===== src/design/mwm_pkg.sv =====
// shared types, codes and constants for the mecanum wheel mixer
// used by every module of the block except mwm_div; depends on nothing
package mwm_pkg;

  localparam int FRAC_BITS_DEF = 12;
  localparam int DUTY_MAX_DEF  = 255;

  // |f + s + r| of three 16-bit values fits 17 bits unsigned, 18 bits signed
  localparam int MAG_W     = 17;
  localparam int SUM_W     = 18;
  localparam int WHEELS    = 4;
  localparam int TIMEOUT_W = 16;
  localparam int PADDR_W   = 3;
  localparam int PDATA_W   = 32;

  localparam logic [TIMEOUT_W-1:0] TIMEOUT_RESET = 16'd500;

  // register index taken from paddr[2]
  localparam logic REG_TIMEOUT = 1'b0;

  localparam logic [1:0] OP_MIX  = 2'd0;
  localparam logic [1:0] OP_SET  = 2'd1;
  localparam logic [1:0] OP_STOP = 2'd2;
  localparam logic [1:0] OP_TICK = 2'd3;

  typedef struct packed {
    logic [1:0]         operation;
    logic signed [15:0] forward_speed;
    logic signed [15:0] rotate_speed;
    logic signed [15:0] strafe_speed;
    logic [2:0]         wheel_index;
    logic signed [15:0] wheel_speed;
  } cmd_item_t;

  typedef struct packed {
    logic [7:0] fl_fwd_duty;
    logic [7:0] fl_rev_duty;
    logic [7:0] fr_fwd_duty;
    logic [7:0] fr_rev_duty;
    logic [7:0] rl_fwd_duty;
    logic [7:0] rl_rev_duty;
    logic [7:0] rr_fwd_duty;
    logic [7:0] rr_rev_duty;
    logic       watchdog_stopped;
    logic       index_ignored;
  } duty_item_t;

  typedef struct packed {
    logic       capture;
    logic       scan;
    logic       mul;
    logic       div_start;
    logic       write_wheel;
    logic       apply;
    logic       emit;
    logic [1:0] wheel;
  } ctrl_cmd_t;

  typedef struct packed {
    logic [1:0] op;
    logic       index_ok;
    logic [1:0] sel;
    logic       div_done;
    logic       out_free;
  } dp_status_t;

endpackage


===== src/design/mwm_div.sv =====
// restoring divider, one quotient bit per cycle
// no package use; the caller guarantees num < den * 2^QW
module mwm_div #(
  parameter int NW = 25,
  parameter int DW = 17,
  parameter int QW = 8
) (
  input  logic          clk,
  input  logic          rst,
  input  logic          start,
  input  logic [NW-1:0] num,
  input  logic [DW-1:0] den,
  output logic          done,
  output logic [QW-1:0] quot
);

  localparam int CW = $clog2(QW + 1);

  logic          busy;
  logic [CW-1:0] cnt;
  logic [DW-1:0] rem;
  logic [QW-1:0] numlo;
  logic [DW-1:0] dvs;
  logic [DW:0]   trial;
  logic          take;

  assign trial = {rem, numlo[QW-1]};
  assign take  = trial >= {1'b0, dvs};

  always_ff @(posedge clk) begin
    if (rst) begin
      busy <= 1'b0;
      done <= 1'b0;
      cnt  <= '0;
    end else begin
      done <= 1'b0;
      if (start) begin
        busy <= 1'b1;
        cnt  <= CW'(QW);
      end else if (busy) begin
        cnt <= cnt - 1'b1;
        if (cnt == CW'(1)) begin
          busy <= 1'b0;
          done <= 1'b1;
        end
      end
    end
  end

  always_ff @(posedge clk) begin
    if (start) begin
      rem   <= num[NW-1:QW];
      numlo <= num[QW-1:0];
      dvs   <= den;
      quot  <= '0;
    end else if (busy) begin
      rem   <= take ? DW'(trial - {1'b0, dvs}) : trial[DW-1:0];
      numlo <= numlo << 1;
      quot  <= {quot[QW-2:0], take};
    end
  end

endmodule


===== src/design/mwm_datapath.sv =====
// mixer datapath: wheel lanes, max scan, duty multiply, shared divider,
// wheel state, idle counter and output register; uses mwm_pkg and mwm_div
module mwm_datapath #(
  parameter int FRAC_BITS = mwm_pkg::FRAC_BITS_DEF,
  parameter int DUTY_MAX  = mwm_pkg::DUTY_MAX_DEF
) (
  input  logic                               clk,
  input  logic                               rst,
  input  mwm_pkg::ctrl_cmd_t                 ctl,
  output mwm_pkg::dp_status_t                status,
  input  mwm_pkg::cmd_item_t                 cmd,
  input  logic [mwm_pkg::TIMEOUT_W-1:0]      timeout,
  output logic                               duty_valid,
  input  logic                               duty_stall,
  output mwm_pkg::duty_item_t                duty
);

  localparam int MW = mwm_pkg::MAG_W;
  localparam int SW = mwm_pkg::SUM_W;
  localparam int TW = mwm_pkg::TIMEOUT_W;
  localparam int QW = $clog2(DUTY_MAX + 1);
  localparam int NW = MW + QW;
  localparam logic [MW-1:0]        ONE   = MW'(1) << FRAC_BITS;
  localparam logic signed [SW-1:0] ONE_S = SW'(1) << FRAC_BITS;
  localparam logic [QW-1:0]        DMAX  = QW'(DUTY_MAX);

  logic [1:0]              op_r;
  logic [2:0]              idx_r;
  logic signed [SW-1:0]    lane [mwm_pkg::WHEELS];
  logic [MW-1:0]           m;
  logic [NW-1:0]           prod;
  logic [QW-1:0]           wduty [mwm_pkg::WHEELS];
  logic                    wrev [mwm_pkg::WHEELS];
  logic [TW-1:0]           idle_ticks;
  logic                    wd_fired;
  logic                    ignored;
  logic                    div_done;
  logic [QW-1:0]           quot;

  logic signed [SW-1:0]    f, r, s, ws, ws_clamp, sel_lane, sel_neg;
  logic [MW-1:0]           sel_mag;
  logic [TW:0]             tick_next;
  logic                    out_free;

  assign f  = {{(SW-16){cmd.forward_speed[15]}}, cmd.forward_speed};
  assign r  = {{(SW-16){cmd.rotate_speed[15]}}, cmd.rotate_speed};
  assign s  = {{(SW-16){cmd.strafe_speed[15]}}, cmd.strafe_speed};
  assign ws = {{(SW-16){cmd.wheel_speed[15]}}, cmd.wheel_speed};

  always_comb begin
    ws_clamp = ws;
    if (ws > ONE_S) ws_clamp = ONE_S;
    if (ws < -ONE_S) ws_clamp = -ONE_S;
  end

  assign sel_lane  = lane[ctl.wheel];
  assign sel_neg   = -sel_lane;
  assign sel_mag   = sel_lane[SW-1] ? sel_neg[MW-1:0] : sel_lane[MW-1:0];
  assign tick_next = {1'b0, idle_ticks} + 1'b1;
  assign out_free  = !duty_valid || !duty_stall;

  assign status.op       = op_r;
  assign status.index_ok = !idx_r[2];
  assign status.sel      = idx_r[1:0];
  assign status.div_done = div_done;
  assign status.out_free = out_free;

  // item capture, lane setup, max scan and duty multiply
  always_ff @(posedge clk) begin
    if (ctl.capture) begin
      op_r  <= cmd.operation;
      idx_r <= cmd.wheel_index;
      m     <= ONE;
      if (cmd.operation == mwm_pkg::OP_MIX) begin
        lane[0] <= f + s + r;
        lane[1] <= f - s - r;
        lane[2] <= f - s + r;
        lane[3] <= f + s - r;
      end else if (cmd.operation == mwm_pkg::OP_SET && !cmd.wheel_index[2]) begin
        lane[cmd.wheel_index[1:0]] <= ws_clamp;
      end
    end
    if (ctl.scan && sel_mag > m) m <= sel_mag;
    if (ctl.mul) prod <= NW'(sel_mag) * NW'(DMAX);
  end

  mwm_div #(.NW(NW), .DW(MW), .QW(QW)) u_div (
    .clk   (clk),
    .rst   (rst),
    .start (ctl.div_start),
    .num   (prod),
    .den   (m),
    .done  (div_done),
    .quot  (quot)
  );

  // wheel state, idle counter and flags
  always_ff @(posedge clk) begin
    if (rst) begin
      for (int i = 0; i < mwm_pkg::WHEELS; i++) begin
        wduty[i] <= '0;
        wrev[i]  <= 1'b0;
      end
      idle_ticks <= '0;
      wd_fired   <= 1'b0;
      ignored    <= 1'b0;
    end else begin
      if (ctl.write_wheel) begin
        wduty[ctl.wheel] <= quot;
        wrev[ctl.wheel]  <= sel_lane[SW-1];
      end
      if (ctl.apply) begin
        wd_fired <= 1'b0;
        ignored  <= (op_r == mwm_pkg::OP_SET) && idx_r[2];
        if (op_r == mwm_pkg::OP_TICK) begin
          if (tick_next > {1'b0, timeout}) begin
            for (int i = 0; i < mwm_pkg::WHEELS; i++) begin
              wduty[i] <= '0;
              wrev[i]  <= 1'b0;
            end
            idle_ticks <= '0;
            wd_fired   <= 1'b1;
          end else begin
            idle_ticks <= tick_next[TW-1:0];
          end
        end else begin
          idle_ticks <= '0;
          if (op_r == mwm_pkg::OP_STOP) begin
            for (int i = 0; i < mwm_pkg::WHEELS; i++) begin
              wduty[i] <= '0;
              wrev[i]  <= 1'b0;
            end
          end
        end
      end
    end
  end

  // pin duties, masked to the 8-bit output fields
  logic [7:0]    fwd [mwm_pkg::WHEELS];
  logic [7:0]    rev [mwm_pkg::WHEELS];
  logic [QW+7:0] ext [mwm_pkg::WHEELS];

  always_comb begin
    for (int i = 0; i < mwm_pkg::WHEELS; i++) begin
      ext[i] = {8'b0, wduty[i]};
      fwd[i] = wrev[i] ? 8'd0 : ext[i][7:0];
      rev[i] = wrev[i] ? ext[i][7:0] : 8'd0;
    end
  end

  always_ff @(posedge clk) begin
    if (rst) begin
      duty_valid <= 1'b0;
    end else if (ctl.emit) begin
      duty_valid <= 1'b1;
    end else if (!duty_stall) begin
      duty_valid <= 1'b0;
    end
  end

  always_ff @(posedge clk) begin
    if (ctl.emit) begin
      duty.fl_fwd_duty      <= fwd[0];
      duty.fl_rev_duty      <= rev[0];
      duty.fr_fwd_duty      <= fwd[1];
      duty.fr_rev_duty      <= rev[1];
      duty.rl_fwd_duty      <= fwd[2];
      duty.rl_rev_duty      <= rev[2];
      duty.rr_fwd_duty      <= fwd[3];
      duty.rr_rev_duty      <= rev[3];
      duty.watchdog_stopped <= wd_fired;
      duty.index_ignored    <= ignored;
    end
  end

  // quotient never exceeds full scale because m bounds every magnitude
  a_quot_bound: assert property (@(posedge clk) disable iff (rst)
    ctl.write_wheel |-> quot <= DMAX)
    else $error("wheel duty above full scale");

  a_stop_clears: assert property (@(posedge clk) disable iff (rst)
    ctl.apply && op_r == mwm_pkg::OP_STOP |=>
      wduty[0] == '0 && wduty[1] == '0 && wduty[2] == '0 && wduty[3] == '0)
    else $error("stop left a wheel running");

  a_idle_bound: assert property (@(posedge clk) disable iff (rst)
    ctl.apply && op_r == mwm_pkg::OP_TICK |=> idle_ticks <= $past(timeout))
    else $error("idle counter passed the timeout");

  a_emit_free: assert property (@(posedge clk) disable iff (rst)
    ctl.emit |-> out_free)
    else $error("output register overwritten while stalled");

endmodule


===== src/design/mwm_ctrl.sv =====
// sequencer for the mixer: capture, max scan, per-wheel multiply/divide,
// state update and result hand-off; uses mwm_pkg types and codes
module mwm_ctrl (
  input  logic                clk,
  input  logic                rst,
  input  logic                cmd_valid,
  output logic                cmd_stall,
  input  mwm_pkg::dp_status_t status,
  output mwm_pkg::ctrl_cmd_t  ctl
);

  localparam logic [2:0] S_IDLE    = 3'd0;
  localparam logic [2:0] S_DECODE  = 3'd1;
  localparam logic [2:0] S_SCAN    = 3'd2;
  localparam logic [2:0] S_MUL     = 3'd3;
  localparam logic [2:0] S_DIVGO   = 3'd4;
  localparam logic [2:0] S_DIVWAIT = 3'd5;
  localparam logic [2:0] S_APPLY   = 3'd6;
  localparam logic [2:0] S_EMIT    = 3'd7;

  logic [2:0] state, state_next;
  logic [1:0] wheel, wheel_next;

  assign cmd_stall = state != S_IDLE;

  always_comb begin
    state_next = state;
    wheel_next = wheel;
    ctl        = '0;
    ctl.wheel  = wheel;
    unique case (state)
      S_IDLE: begin
        if (cmd_valid) begin
          ctl.capture = 1'b1;
          state_next  = S_DECODE;
        end
      end
      S_DECODE: begin
        priority if (status.op == mwm_pkg::OP_MIX) begin
          wheel_next = 2'd0;
          state_next = S_SCAN;
        end else if (status.op == mwm_pkg::OP_SET && status.index_ok) begin
          wheel_next = status.sel;
          state_next = S_MUL;
        end else begin
          state_next = S_APPLY;
        end
      end
      S_SCAN: begin
        ctl.scan   = 1'b1;
        wheel_next = wheel + 2'd1;
        if (wheel == 2'd3) state_next = S_MUL;
      end
      S_MUL: begin
        ctl.mul    = 1'b1;
        state_next = S_DIVGO;
      end
      S_DIVGO: begin
        ctl.div_start = 1'b1;
        state_next    = S_DIVWAIT;
      end
      S_DIVWAIT: begin
        if (status.div_done) begin
          ctl.write_wheel = 1'b1;
          // a mix drives all four wheels, a single-wheel set only one
          if (status.op == mwm_pkg::OP_MIX && wheel != 2'd3) begin
            wheel_next = wheel + 2'd1;
            state_next = S_MUL;
          end else begin
            state_next = S_APPLY;
          end
        end
      end
      S_APPLY: begin
        ctl.apply  = 1'b1;
        state_next = S_EMIT;
      end
      S_EMIT: begin
        if (status.out_free) begin
          ctl.emit   = 1'b1;
          state_next = S_IDLE;
        end
      end
    endcase
  end

  always_ff @(posedge clk) begin
    if (rst) begin
      state <= S_IDLE;
      wheel <= 2'd0;
    end else begin
      state <= state_next;
      wheel <= wheel_next;
    end
  end

endmodule


===== src/design/mecanum_wheel_mixer_pwm.sv =====
// Mecanum wheel mixer with H-bridge duty outputs.
// Command channel (cmd_valid / cmd_stall / cmd): one transaction per command:
// mix three axes, set one wheel, stop all, or one watchdog tick.
// Duty channel (duty_valid / duty_stall / duty): exactly one transaction per
// command, holding all eight pin duties after it plus the two flags.
// A mix scans the four wheel lanes for the largest magnitude, then multiplies
// and divides for each wheel in turn; a single-wheel set does one multiply
// and divide; stop, tick and a set with a bad index go to the state update.
// The shared restoring divider gives one quotient bit a cycle; one command is
// in work at a time, and the next is taken once the result sits in the output
// register. A stalled result holds in the output register; the next command
// may be accepted meanwhile, and its result waits until the previous one is
// taken. Reset (rst, synchronous) stops all wheels, clears the idle counter,
// empties the output register and sets timeout_ticks to 500. timeout_ticks is
// written over the APB port at byte address 0; the user must write it only
// while idle, the block itself does not enforce it. mwm_pkg holds the types;
// mwm_ctrl sequences mwm_datapath.
module mecanum_wheel_mixer_pwm #(
  parameter int FRAC_BITS = mwm_pkg::FRAC_BITS_DEF,
  parameter int DUTY_MAX  = mwm_pkg::DUTY_MAX_DEF
) (
  input  logic                          clk,
  input  logic                          rst,
  input  logic                          cmd_valid,
  output logic                          cmd_stall,
  input  mwm_pkg::cmd_item_t            cmd,
  output logic                          duty_valid,
  input  logic                          duty_stall,
  output mwm_pkg::duty_item_t           duty,
  input  logic                          psel,
  input  logic                          penable,
  input  logic                          pwrite,
  input  logic [mwm_pkg::PADDR_W-1:0]   paddr,
  input  logic [mwm_pkg::PDATA_W-1:0]   pwdata,
  output logic [mwm_pkg::PDATA_W-1:0]   prdata,
  output logic                          pready
);

  logic [mwm_pkg::TIMEOUT_W-1:0] timeout_ticks;
  mwm_pkg::ctrl_cmd_t            ctl;
  mwm_pkg::dp_status_t           status;

  assign pready = 1'b1;
  assign prdata = (paddr[2] == mwm_pkg::REG_TIMEOUT) ?
                  mwm_pkg::PDATA_W'(timeout_ticks) : '0;

  always_ff @(posedge clk) begin
    if (rst) begin
      timeout_ticks <= mwm_pkg::TIMEOUT_RESET;
    end else if (psel && penable && pwrite && pready
                 && paddr[2] == mwm_pkg::REG_TIMEOUT) begin
      timeout_ticks <= pwdata[mwm_pkg::TIMEOUT_W-1:0];
    end
  end

  mwm_ctrl u_ctrl (
    .clk       (clk),
    .rst       (rst),
    .cmd_valid (cmd_valid),
    .cmd_stall (cmd_stall),
    .status    (status),
    .ctl       (ctl)
  );

  mwm_datapath #(.FRAC_BITS(FRAC_BITS), .DUTY_MAX(DUTY_MAX)) u_dp (
    .clk        (clk),
    .rst        (rst),
    .ctl        (ctl),
    .status     (status),
    .cmd        (cmd),
    .timeout    (timeout_ticks),
    .duty_valid (duty_valid),
    .duty_stall (duty_stall),
    .duty       (duty)
  );

endmodule


===== config.mk =====
export PLATFORM = sky130hd
export DESIGN_NAME = mecanum_wheel_mixer_pwm
export DESIGN_NICKNAME = d
export VERILOG_FILES = /design/src/design/mwm_pkg.sv /design/src/design/mwm_div.sv /design/src/design/mwm_datapath.sv /design/src/design/mwm_ctrl.sv /design/src/design/mecanum_wheel_mixer_pwm.sv
export SDC_FILE = /design/constraint.sdc
export NUM_CORES = 1
export LEC_CHECK = 0
export BUFFER_PORTS_ARGS = -buffer_cell sky130_fd_sc_hd__buf_2
export CORE_MARGIN = 2
export CORE_UTILIZATION = 60
export DETAILED_ROUTE_END_ITERATION = 12
export GPL_ROUTABILITY_DRIVEN = 0
export PLACE_DENSITY = 0.78
export SYNTH_ARGS = -nofsm -noshare
export SYNTH_HDL_FRONTEND = slang
export SYNTH_SLANG_ARGS = --single-unit

===== constraint.sdc =====
create_clock -name clk -period 12.9 [get_ports clk]
set_clock_uncertainty 0.1 [all_clocks]
set_input_delay 0.645 -clock clk [delete_from_list [all_inputs] [get_ports clk]]
set_output_delay 0.645 -clock clk [all_outputs]
set_load 0.05 [all_outputs]

After elaboration in Yosys (flattened, before gate mapping)

Memory sizes are Yosys's and may differ from the RTL's. A register that Yosys moved wholly into a read port is not among the register bits.
Cells that the tools add are included.
W data, S select, Z words.

$mul: 1
Bitwise logic cells: 18
Add/subtract/negate cells: 11
Multiplexer cells: 93
Magnitude comparators: 5
Reduce and logical (&&, ||, !) cells: 27
Equal/unequal tests: 21

Operator list:

| kind                    | count |
|---|---|
| $mux W17                | 6 |
| $mux W8                 | 11 |
| $mux W18                | 3 |
| $mux W1                 | 50 |
| $mux W16                | 3 |
| $add A17 B16 Y18        | 2 |
| $sub A17 B16 Y18        | 2 |
| $mul A17 B8 Y25 const B | 1 |
| $pmux W3 S8             | 1 |
| $mux W3                 | 7 |
| $ge A18 B17 Y1          | 1 |
| $mux W2                 | 9 |
| $reduce_or A18 Y1       | 1 |
| $add A16 B1 Y17 const B | 1 |
| $add A16 B16 Y17        | 1 |
| $gt A17 B16 Y1          | 1 |
| $gt A17 B17 Y1          | 1 |
| $neg A17 Y17            | 1 |
| $sub A16 B16 Y17        | 1 |
| $sub A17 B17 Y17        | 1 |
| $gt A16 B14 Y1 const B  | 1 |
| $lt A16 B13 Y1 const B  | 1 |
| $or A1 B1 Y1            | 16 |
| $eq A3 B3 Y1 const B    | 4 |
| other kinds (25)        | 50 |

Flip-flop bits (word level): 209
Word-level logic and storage cells: 208
Output and inout port bits: 101
Memories kept: 3
Input port bits: 111
RAM bits: 108

Memories:

| name       | words | width | read ports | clocked after memory_dff | write ports | line               | text |
|---|---|---|---|---|---|---|---|
| u_dp.lane  | 4     | 18    | 1          | 1                        | 4           | mwm_datapath.sv:29 | `logic signed [SW-1:0] lane [mwm_pkg::WHEELS];` |
| u_dp.wduty | 4     | 8     | 4          | 0                        | 4           | mwm_datapath.sv:32 | `logic [QW-1:0] wduty [mwm_pkg::WHEELS];` |
| u_dp.wrev  | 4     | 1     | 4          | 0                        | 4           | mwm_datapath.sv:33 | `logic wrev [mwm_pkg::WHEELS];` |

Depth between registers and ports, before layout

Gate-level depths: netlist of the first run.

Depth in word-level cells: 10
Mapped depth: 29
Gate-level depth less buffers: 27

Hierarchy

Synthesis of the first run repeated with hierarchy kept, for this count alone.

Cell total of the unflattened synthesis: 2342
Area total of the unflattened synthesis: 23467.5 um2

Modules (own cells, without submodules):

| module                  | seq. area each (um2) | cells each | times used | area an instance (um2) |
|---|---|---|---|---|
| mwm_datapath            | 6926.6               | 1879       | 1          | 18849.3 |
| mwm_div                 | 1541.5               | 295        | 1          | 3150.5 |
| mecanum_wheel_mixer_pwm | 320.3                | 106        | 1          | 957.2 |
| mwm_ctrl                | 100.1                | 62         | 1          | 510.5 |

Least setup slack after synthesis of the first run

Ideal clock, no wire load.

Path kind: register -> register
From: register with a tool-made name
To: register u_dp.prod[24], data pin
Stages on the path, launching flop included: 25
Period minus slack after synthesis: 7.665 ns
Arrival time: 7.306 ns
Data required time: 12.540 ns
Library setup time: 0.260 ns
Path buffers: 1
Setup slack: 5.235 ns
Cell sequence: dfxtp_1 -> buf_6 -> mux4_2 -> or3_1 -> or3b_1 -> or2_4 -> or4_1 -> o21ai_0 -> xor2_1 -> inv_1 -> fa_1 -> inv_1 -> fa_1 -> fa_1 -> fa_1 -> inv_1 -> ha_1 -> and3_1 -> a221o_1 -> a21oi_1 -> o31ai_1 -> a211oi_1 -> o21bai_1 -> a21oi_1 -> xnor2_1

RTL lines:

| what                   | line               | text |
|---|---|---|
| end signal: assignment | mwm_datapath.sv:84 | `if (ctl.mul) prod <= NW'(sel_mag) * NW'(DMAX);` |
| end: declaration       | mwm_datapath.sv:31 | `logic [NW-1:0] prod;` |

==> flow_summary.yaml, run 1 <==
sta:
  grt_setup_unrepaired: "no"
  period_minus_slack_ps: 9105
  fmax_mhz: 109.8
  slew_headroom_pct: 17.95
  fin_tns_setup_ps: 0
  worst_pin_slew_ps: 1200
  hold_viol: 0
  slew_violations: 0
  setup_viol: 0
  min_period_over_period_pct: 70.59
worst_setup_path:
  slowest_stage: "dfxtp_1"
  cp_max_fo: 20
  start_kind: "register"
  slowest_delay_ps: 1050
  path_class: "register to register"
  cp.arrival_ps: 9250
  crit_path_end_kind: "register"
  crit_required_ps: 13050
routing:
  drc_errors: 0
  vias: 16790
  wl_per_cell_um: 16.06
  dr.pass1.iters: 6
  drtIter0Drc: 1189
  via_per_inst: 5.623
  antenna_left: 0
  finalWirelength_um: 47970
clock_tree:
  htree_levels: 2
  clkSlewWorstSetupHoldPaths_ps: 60
  root_buffer: "clkbuf_16"
  cts_made_buffers: 34
  cts_resized: 0
  clk_latency_ps: 540
  hold_buffers: 0
  cts_setup_buffers: 0
  cts_tree: "built"
  clkSinkCount: 319
  clk_path_buf_depth: 3
outcome:
  status: "finished, final reports clean"
global_routing:
  grt-ovfl-total: 0
  grt_pass1_vias: 16520
  grt_pass1_wl_um: 78430
  grt_usage_pct: 24.24
  grt_max_degree: 67
  antenna_found_initial: 0
yosys:
  yosys_warnings: 0
  synth_edf_count: 263
  ys_ff_latch: 319
  syn_area_per_cell_um2: 9.975
  synth_ff_type: "edfxtp_1"
  syn_inst: 2304
  ys_seq_area_share_pct: 39.24
  async_flop_share_pct: 0
  syn_area_um2: 22980
  synthDistinctLibCells: 87
floorplan:
  core_um2: 37670
  die_w_um: 199.7
  placementRows: 71
  io_pins: 212
  die_height_um: 199.7
  start_util_pct: 61.02
  die_area_um2: 39890
min_path:
  hold_path.class: "input pin to register"
place:
  dp_hpwl_um: 37110
  port_buffers: 176
final_layout:
  antenna_cells: 0
  syn2layout_area_growth_pct: 10.33
  layout-drive-gt1-share_pct: 11.39
  layout.nets: 2839
flow_run:
  maxCapViolations: 0
-- logic make-up after synthesis --
group,Yosys count,synth area share (%)
and+or+nand+nor,663,14.36
AOI/OAI and AO/OA,460,12.75
buffers and inverters,363,6.337
DFF,319,39.24
adders and majority gates,282,17.54
xor gates and xnor gates,154,6.016
muxes,61,3.724
other,2,0.03268
-- layout by cell type (no fill, tap or decap), drive strengths merged, types with 11 or more instances in the layout --
master and n:
clkbuf 39, edfxtp 263, nor3 40, conb 17, a31oi 14, a22oi 18, inv 272, nor2b 55
xnor2 107, nor4 13, o21ai 95, buf 187, fa 68, a211o 13, mux2i 36, and3 11
clkinv 15, dfxtp 56, and2 77, o21bai 20, nand2 140, nor2 193, o21a 15, nand2b 27
or3 20, a21oi 158, mux4 17, a21o 33, nand3 34, xor2 47, ha 211
-- layer usage --
metal,global-route usage (%),wire [um]
met5,0,0
met4,8.422,1388
met3,2.397,2159
met2,43.49,23890
met1,30.59,20530
-- cells in the mapped netlist (5+ instances only) --
cell type    n  area [um2]
nand2_1    140       525.5
o211ai_1    10       75.07
o21a_1      15       112.6
or3_1       19       118.9
a221oi_1     6       52.55
buf_1        7       26.28
xor2_1      45       394.1
or4_1        7       52.55
a2111oi_0    8       70.07
nand4_1      8       50.05
mux4_1       6       157.7
nor3b_1     10       75.07
a21oi_1    158       790.8
mux2_2       8       90.09
o21bai_1    20       150.1
a211oi_1    10       75.07
or2_2        5       31.28
a21boi_0     6       45.04
clkbuf_1    63       236.5
dfxtp_1     56        1121
o2111ai_1    5       43.79
nand3_1     34       170.2
inv_1      269        1010
nand3b_1     6       45.04
and2_1      77       481.7
o31a_1       7       61.31
a22oi_1     18       135.1
o31ai_1      6       45.04
nor2_1     192       720.7
mux2i_1     36       360.4
fa_1        68        1361
edfxtp_1   263        7898
nor2b_1     55       344.1
buf_4       17       127.6
nor4_1      13       81.33
nor3_1      40       200.2
mux4_2      11       247.7
and3_1      11       68.82
xnor2_1    106       928.4
a211o_1     13       113.9
nand2b_1    27       168.9
a21o_1      33       247.7
o21ai_0     92       460.4
a31oi_1     14       87.58
ha_1       211        2640
-- stage by stage --
stage	std cells	area, um2	util, %	setup slack, ps	hold slack, ps
floorplan	2319	23040	-	5235	308.1
global placement	2924	24230	64.33	3995	321.4
detailed placement	2924	24230	64.33	3839	326.0
CTS	2986	25360	67.32	3751	195.6
global route	2986	25360	67.32	2919	212.2
finish	2986	25360	67.32	3795	216.1
-- worst max-delay path: cells and delay by family, from the launching register on --
family | cells | cell delay (ps)
adders and majority gates | 6 | 2630
AOI/OAI and AO/OA | 9 | 2050
DFF | 1 | 1050
and+or+nand+nor | 3 | 770
xor gates and xnor gates | 2 | 770
buffers and inverters | 5 | 740
muxes | 1 | 700
-- registers in the layout, summed over array words and instances (netlist names), named ones only --
| signal | cells |
|---|---|
| u_dp.lane | 72 |
| u_dp.duty | 66 |
| u_dp.wduty | 32 |
| u_dp.prod | 25 |
| u_dp.m | 17 |
| u_dp.u_div.dvs | 17 |
| u_dp.u_div.rem | 17 |
| timeout_ticks | 16 |
| u_dp.idle_ticks | 16 |
| u_dp.u_div.numlo | 8 |
| u_dp.u_div.quot | 8 |
| u_dp.u_div.cnt | 4 |
| u_dp.wrev | 4 |
| u_ctrl.state | 3 |
| u_dp.idx_r | 3 |
| u_ctrl.wheel | 2 |
| u_dp.op_r | 2 |
| u_dp.duty_valid | 1 |
| u_dp.ignored | 1 |
| u_dp.u_div.busy | 1 |
| u_dp.u_div.done | 1 |
| u_dp.wd_fired | 1 |
-- area by class of cell --
class	instances	area (um2)
timing repair buffer	187	963.4
clock buffer	39	869.6
tap	511	639.4
multi-input combinational	1637	12600
inverter	270	1013
clock inverter	23	257.7
sequential	319	9019
fill	2925	12310
-- worst paths after layout --
path | startpoint | endpoint | slack, ps | cells after the start
setup reg to reg | register | u_dp.prod[24] | 3790 | 26
setup / recovery | register | u_dp.prod[24] | 3790 | 26
hold reg to reg | u_dp.ignored | u_dp.duty[0] | 340 | 0
hold / removal | pwdata[8] | timeout_ticks[8] | 220 | 2
Power of run 1 is left out: the tool's default activity adds up to more than one toggle a clock period on the data nets, which glitch-free logic cannot reach.
==> run 2, diff against run 1 <==
==> constraint.sdc (replaced) <==
create_clock -name clk -period 8.7 [get_ports clk]
set_clock_uncertainty 0.1 [all_clocks]
set_input_delay 0.435 -clock clk [delete_from_list [all_inputs] [get_ports clk]]
set_output_delay 0.435 -clock clk [all_outputs]
set_load 0.05 [all_outputs]
==> flow_summary.yaml, run 2 (synthesis results as in run 1) <==
worst_setup_path:
  cp.arrival_ps: 8070
  path_class: "register to register"
  crit_path_end_kind: "register"
  cp_max_fo: 19
  crit_required_ps: 8860
  start_kind: "register"
  r2r_cells: 25
routing:
  finalWirelength_um: 47820
  drtIter0Drc: 1205
  antenna_left: 0
  via_per_inst: 5.594
  wl_per_cell_um: 15.93
  drc_errors: 0
  vias: 16790
  dr.pass1.iters: 6
global_routing:
  grt_max_degree: 67
  grt_pass1_vias: 16620
  antenna_found_initial: 0
  grt_usage_pct: 24.57
  grt_pass1_wl_um: 79080
  grt-ovfl-total: 0
clock_tree:
  htree_levels: 2
  cts_made_buffers: 34
  clkSlewWorstSetupHoldPaths_ps: 60
  cts_tree: "built"
  clkSinkCount: 319
  clk_latency_ps: 550
  root_buffer: "clkbuf_16"
  clk_path_buf_depth: 3
  cts_setup_buffers: 0
final_layout:
  most-common-layout-cells: "inv_1 (269), edfxtp_1 (263), ha_1 (211)"
  mostFrequentLayoutCell: "inv_1"
  largest_registers: "u_dp.lane: 72 flops, u_dp.duty: 66 flops, u_dp.wduty: 32 flops"
  layout-drive-gt1-share_pct: 11.33
  fillers: 2908
  layout.nets: 2854
  syn2layout_area_growth_pct: 10.80
  largest_reg_flops: 72
  regMostFlops: "u_dp.lane"
floorplan:
  core_um2: 37670
  die_w_um: 199.7
  io_pins: 212
  die_height_um: 199.7
  placementRows: 71
  start_util_pct: 61.02
  die_area_um2: 39890
sta:
  fmax_mhz: 126.4
  min_period_over_period_pct: 90.92
  hold_viol: 0
  fin_tns_setup_ps: 0
  grt_setup_unrepaired: "no"
  period_minus_slack_ps: 7910
  worst_pin_slew_ps: 1303
  fin_ws_ps: 790.1
  setup_viol: 0
  slew_violations: 0
  slew_headroom_pct: 10.89
min_path:
  whs_path_depth: 3
  hold_path.class: "input pin to register"
flow_run:
  maxCapViolations: 0
place:
  dp_hpwl_um: 37310
  port_buffers: 176
  dpl_worst_slack_ps: 703.2
outcome:
  status: "finished, final reports clean"
[run 2: cell count changes in the layout (fill, tap and decap cells not counted)]
cell	previous run	this run
clkinv_2	8	3
clkbuf_8	0	2
buf_4	11	15
diode_2	0	1
o21ai_1	1	2
clkinvlp_4	2	3
dlygate4sd3_1	0	11
clkbuf_1	5	11
o21ai_0	92	91
bufinv_16	4	2
clkinv_1	5	3
[run 2: area by class of cell]
class                   instances  area, um2  share of cell area [%]
diodes                          1      2.502                0.009827
repair buffers                202       1104                   4.334
clock inverters                15      172.7                  0.6780
clock buffers                  47      919.6                   3.611
flip-flops and latches        319       9019                   35.41
well taps                     511      639.4                   2.511
multi-input cells            1637      12600                   49.46
inverters                     270       1013                   3.980
[run 2: repair_timing]
action,in CTS,in global routing
hold buffers,10,1
setup endpoints to repair,0,2
gates resized for setup,0,1
hold endpoints to repair,10,1
[run 2: path summary, 6_finish.rpt]
path	startpoint	end	slack, ps
worst min-delay path	pwdata[14]	timeout_ticks[14]	20
worst max-delay path	register	u_dp.prod[24]	790
worst min register to register	u_dp.ignored	u_dp.duty[0]	340
worst max register to register	register	u_dp.prod[24]	790
[run 2: metal layers]
metal  share of wire, %  global-route usage [%]  wire length (um)  up-vias
met5                  0                       0                 0        -
met4                2.6                   7.709              1255        0
met3                4.8                   3.376              2318       78
met2                 49                   43.24             23610      426
met1                 43                   31.47             20640     7976
li1                   -                       -                 -     8312
[run 2: worst max-delay path, stage by stage, from the launching register on]
cell and delay [ps]:
dfxtp_1 350, buf_4 310, mux4_1 630, or3_1 390, or3b_1 380, or2_4 270
or4_1 430, o21ai_0 220, xor2_1 160, buf_4 180, inv_1 140, fa_1 550
inv_1 70, fa_1 460, fa_1 510, fa_1 550, inv_1 40, ha_1 340
and3_1 240, a221o_1 390, a21oi_1 150, o31ai_1 130, a211oi_1 260, o21bai_1 100
a21oi_1 170, xnor2_1 80
[run 2: stage by stage]
step,utilization [%],instances,hold WS [ps],cell area [um2]
2_1_floorplan,-,2319,308.1,23040
3_3_place_gp,64.41,2928,324.2,24260
3_5_place_dp,64.41,2928,325.4,24260
4_1_cts,67.58,3000,2.540,25450
5_1_grt,67.60,3001,8.477,25460
6_report,67.61,3002,22.40,25470
Power of run 2 is left out for the same reason.
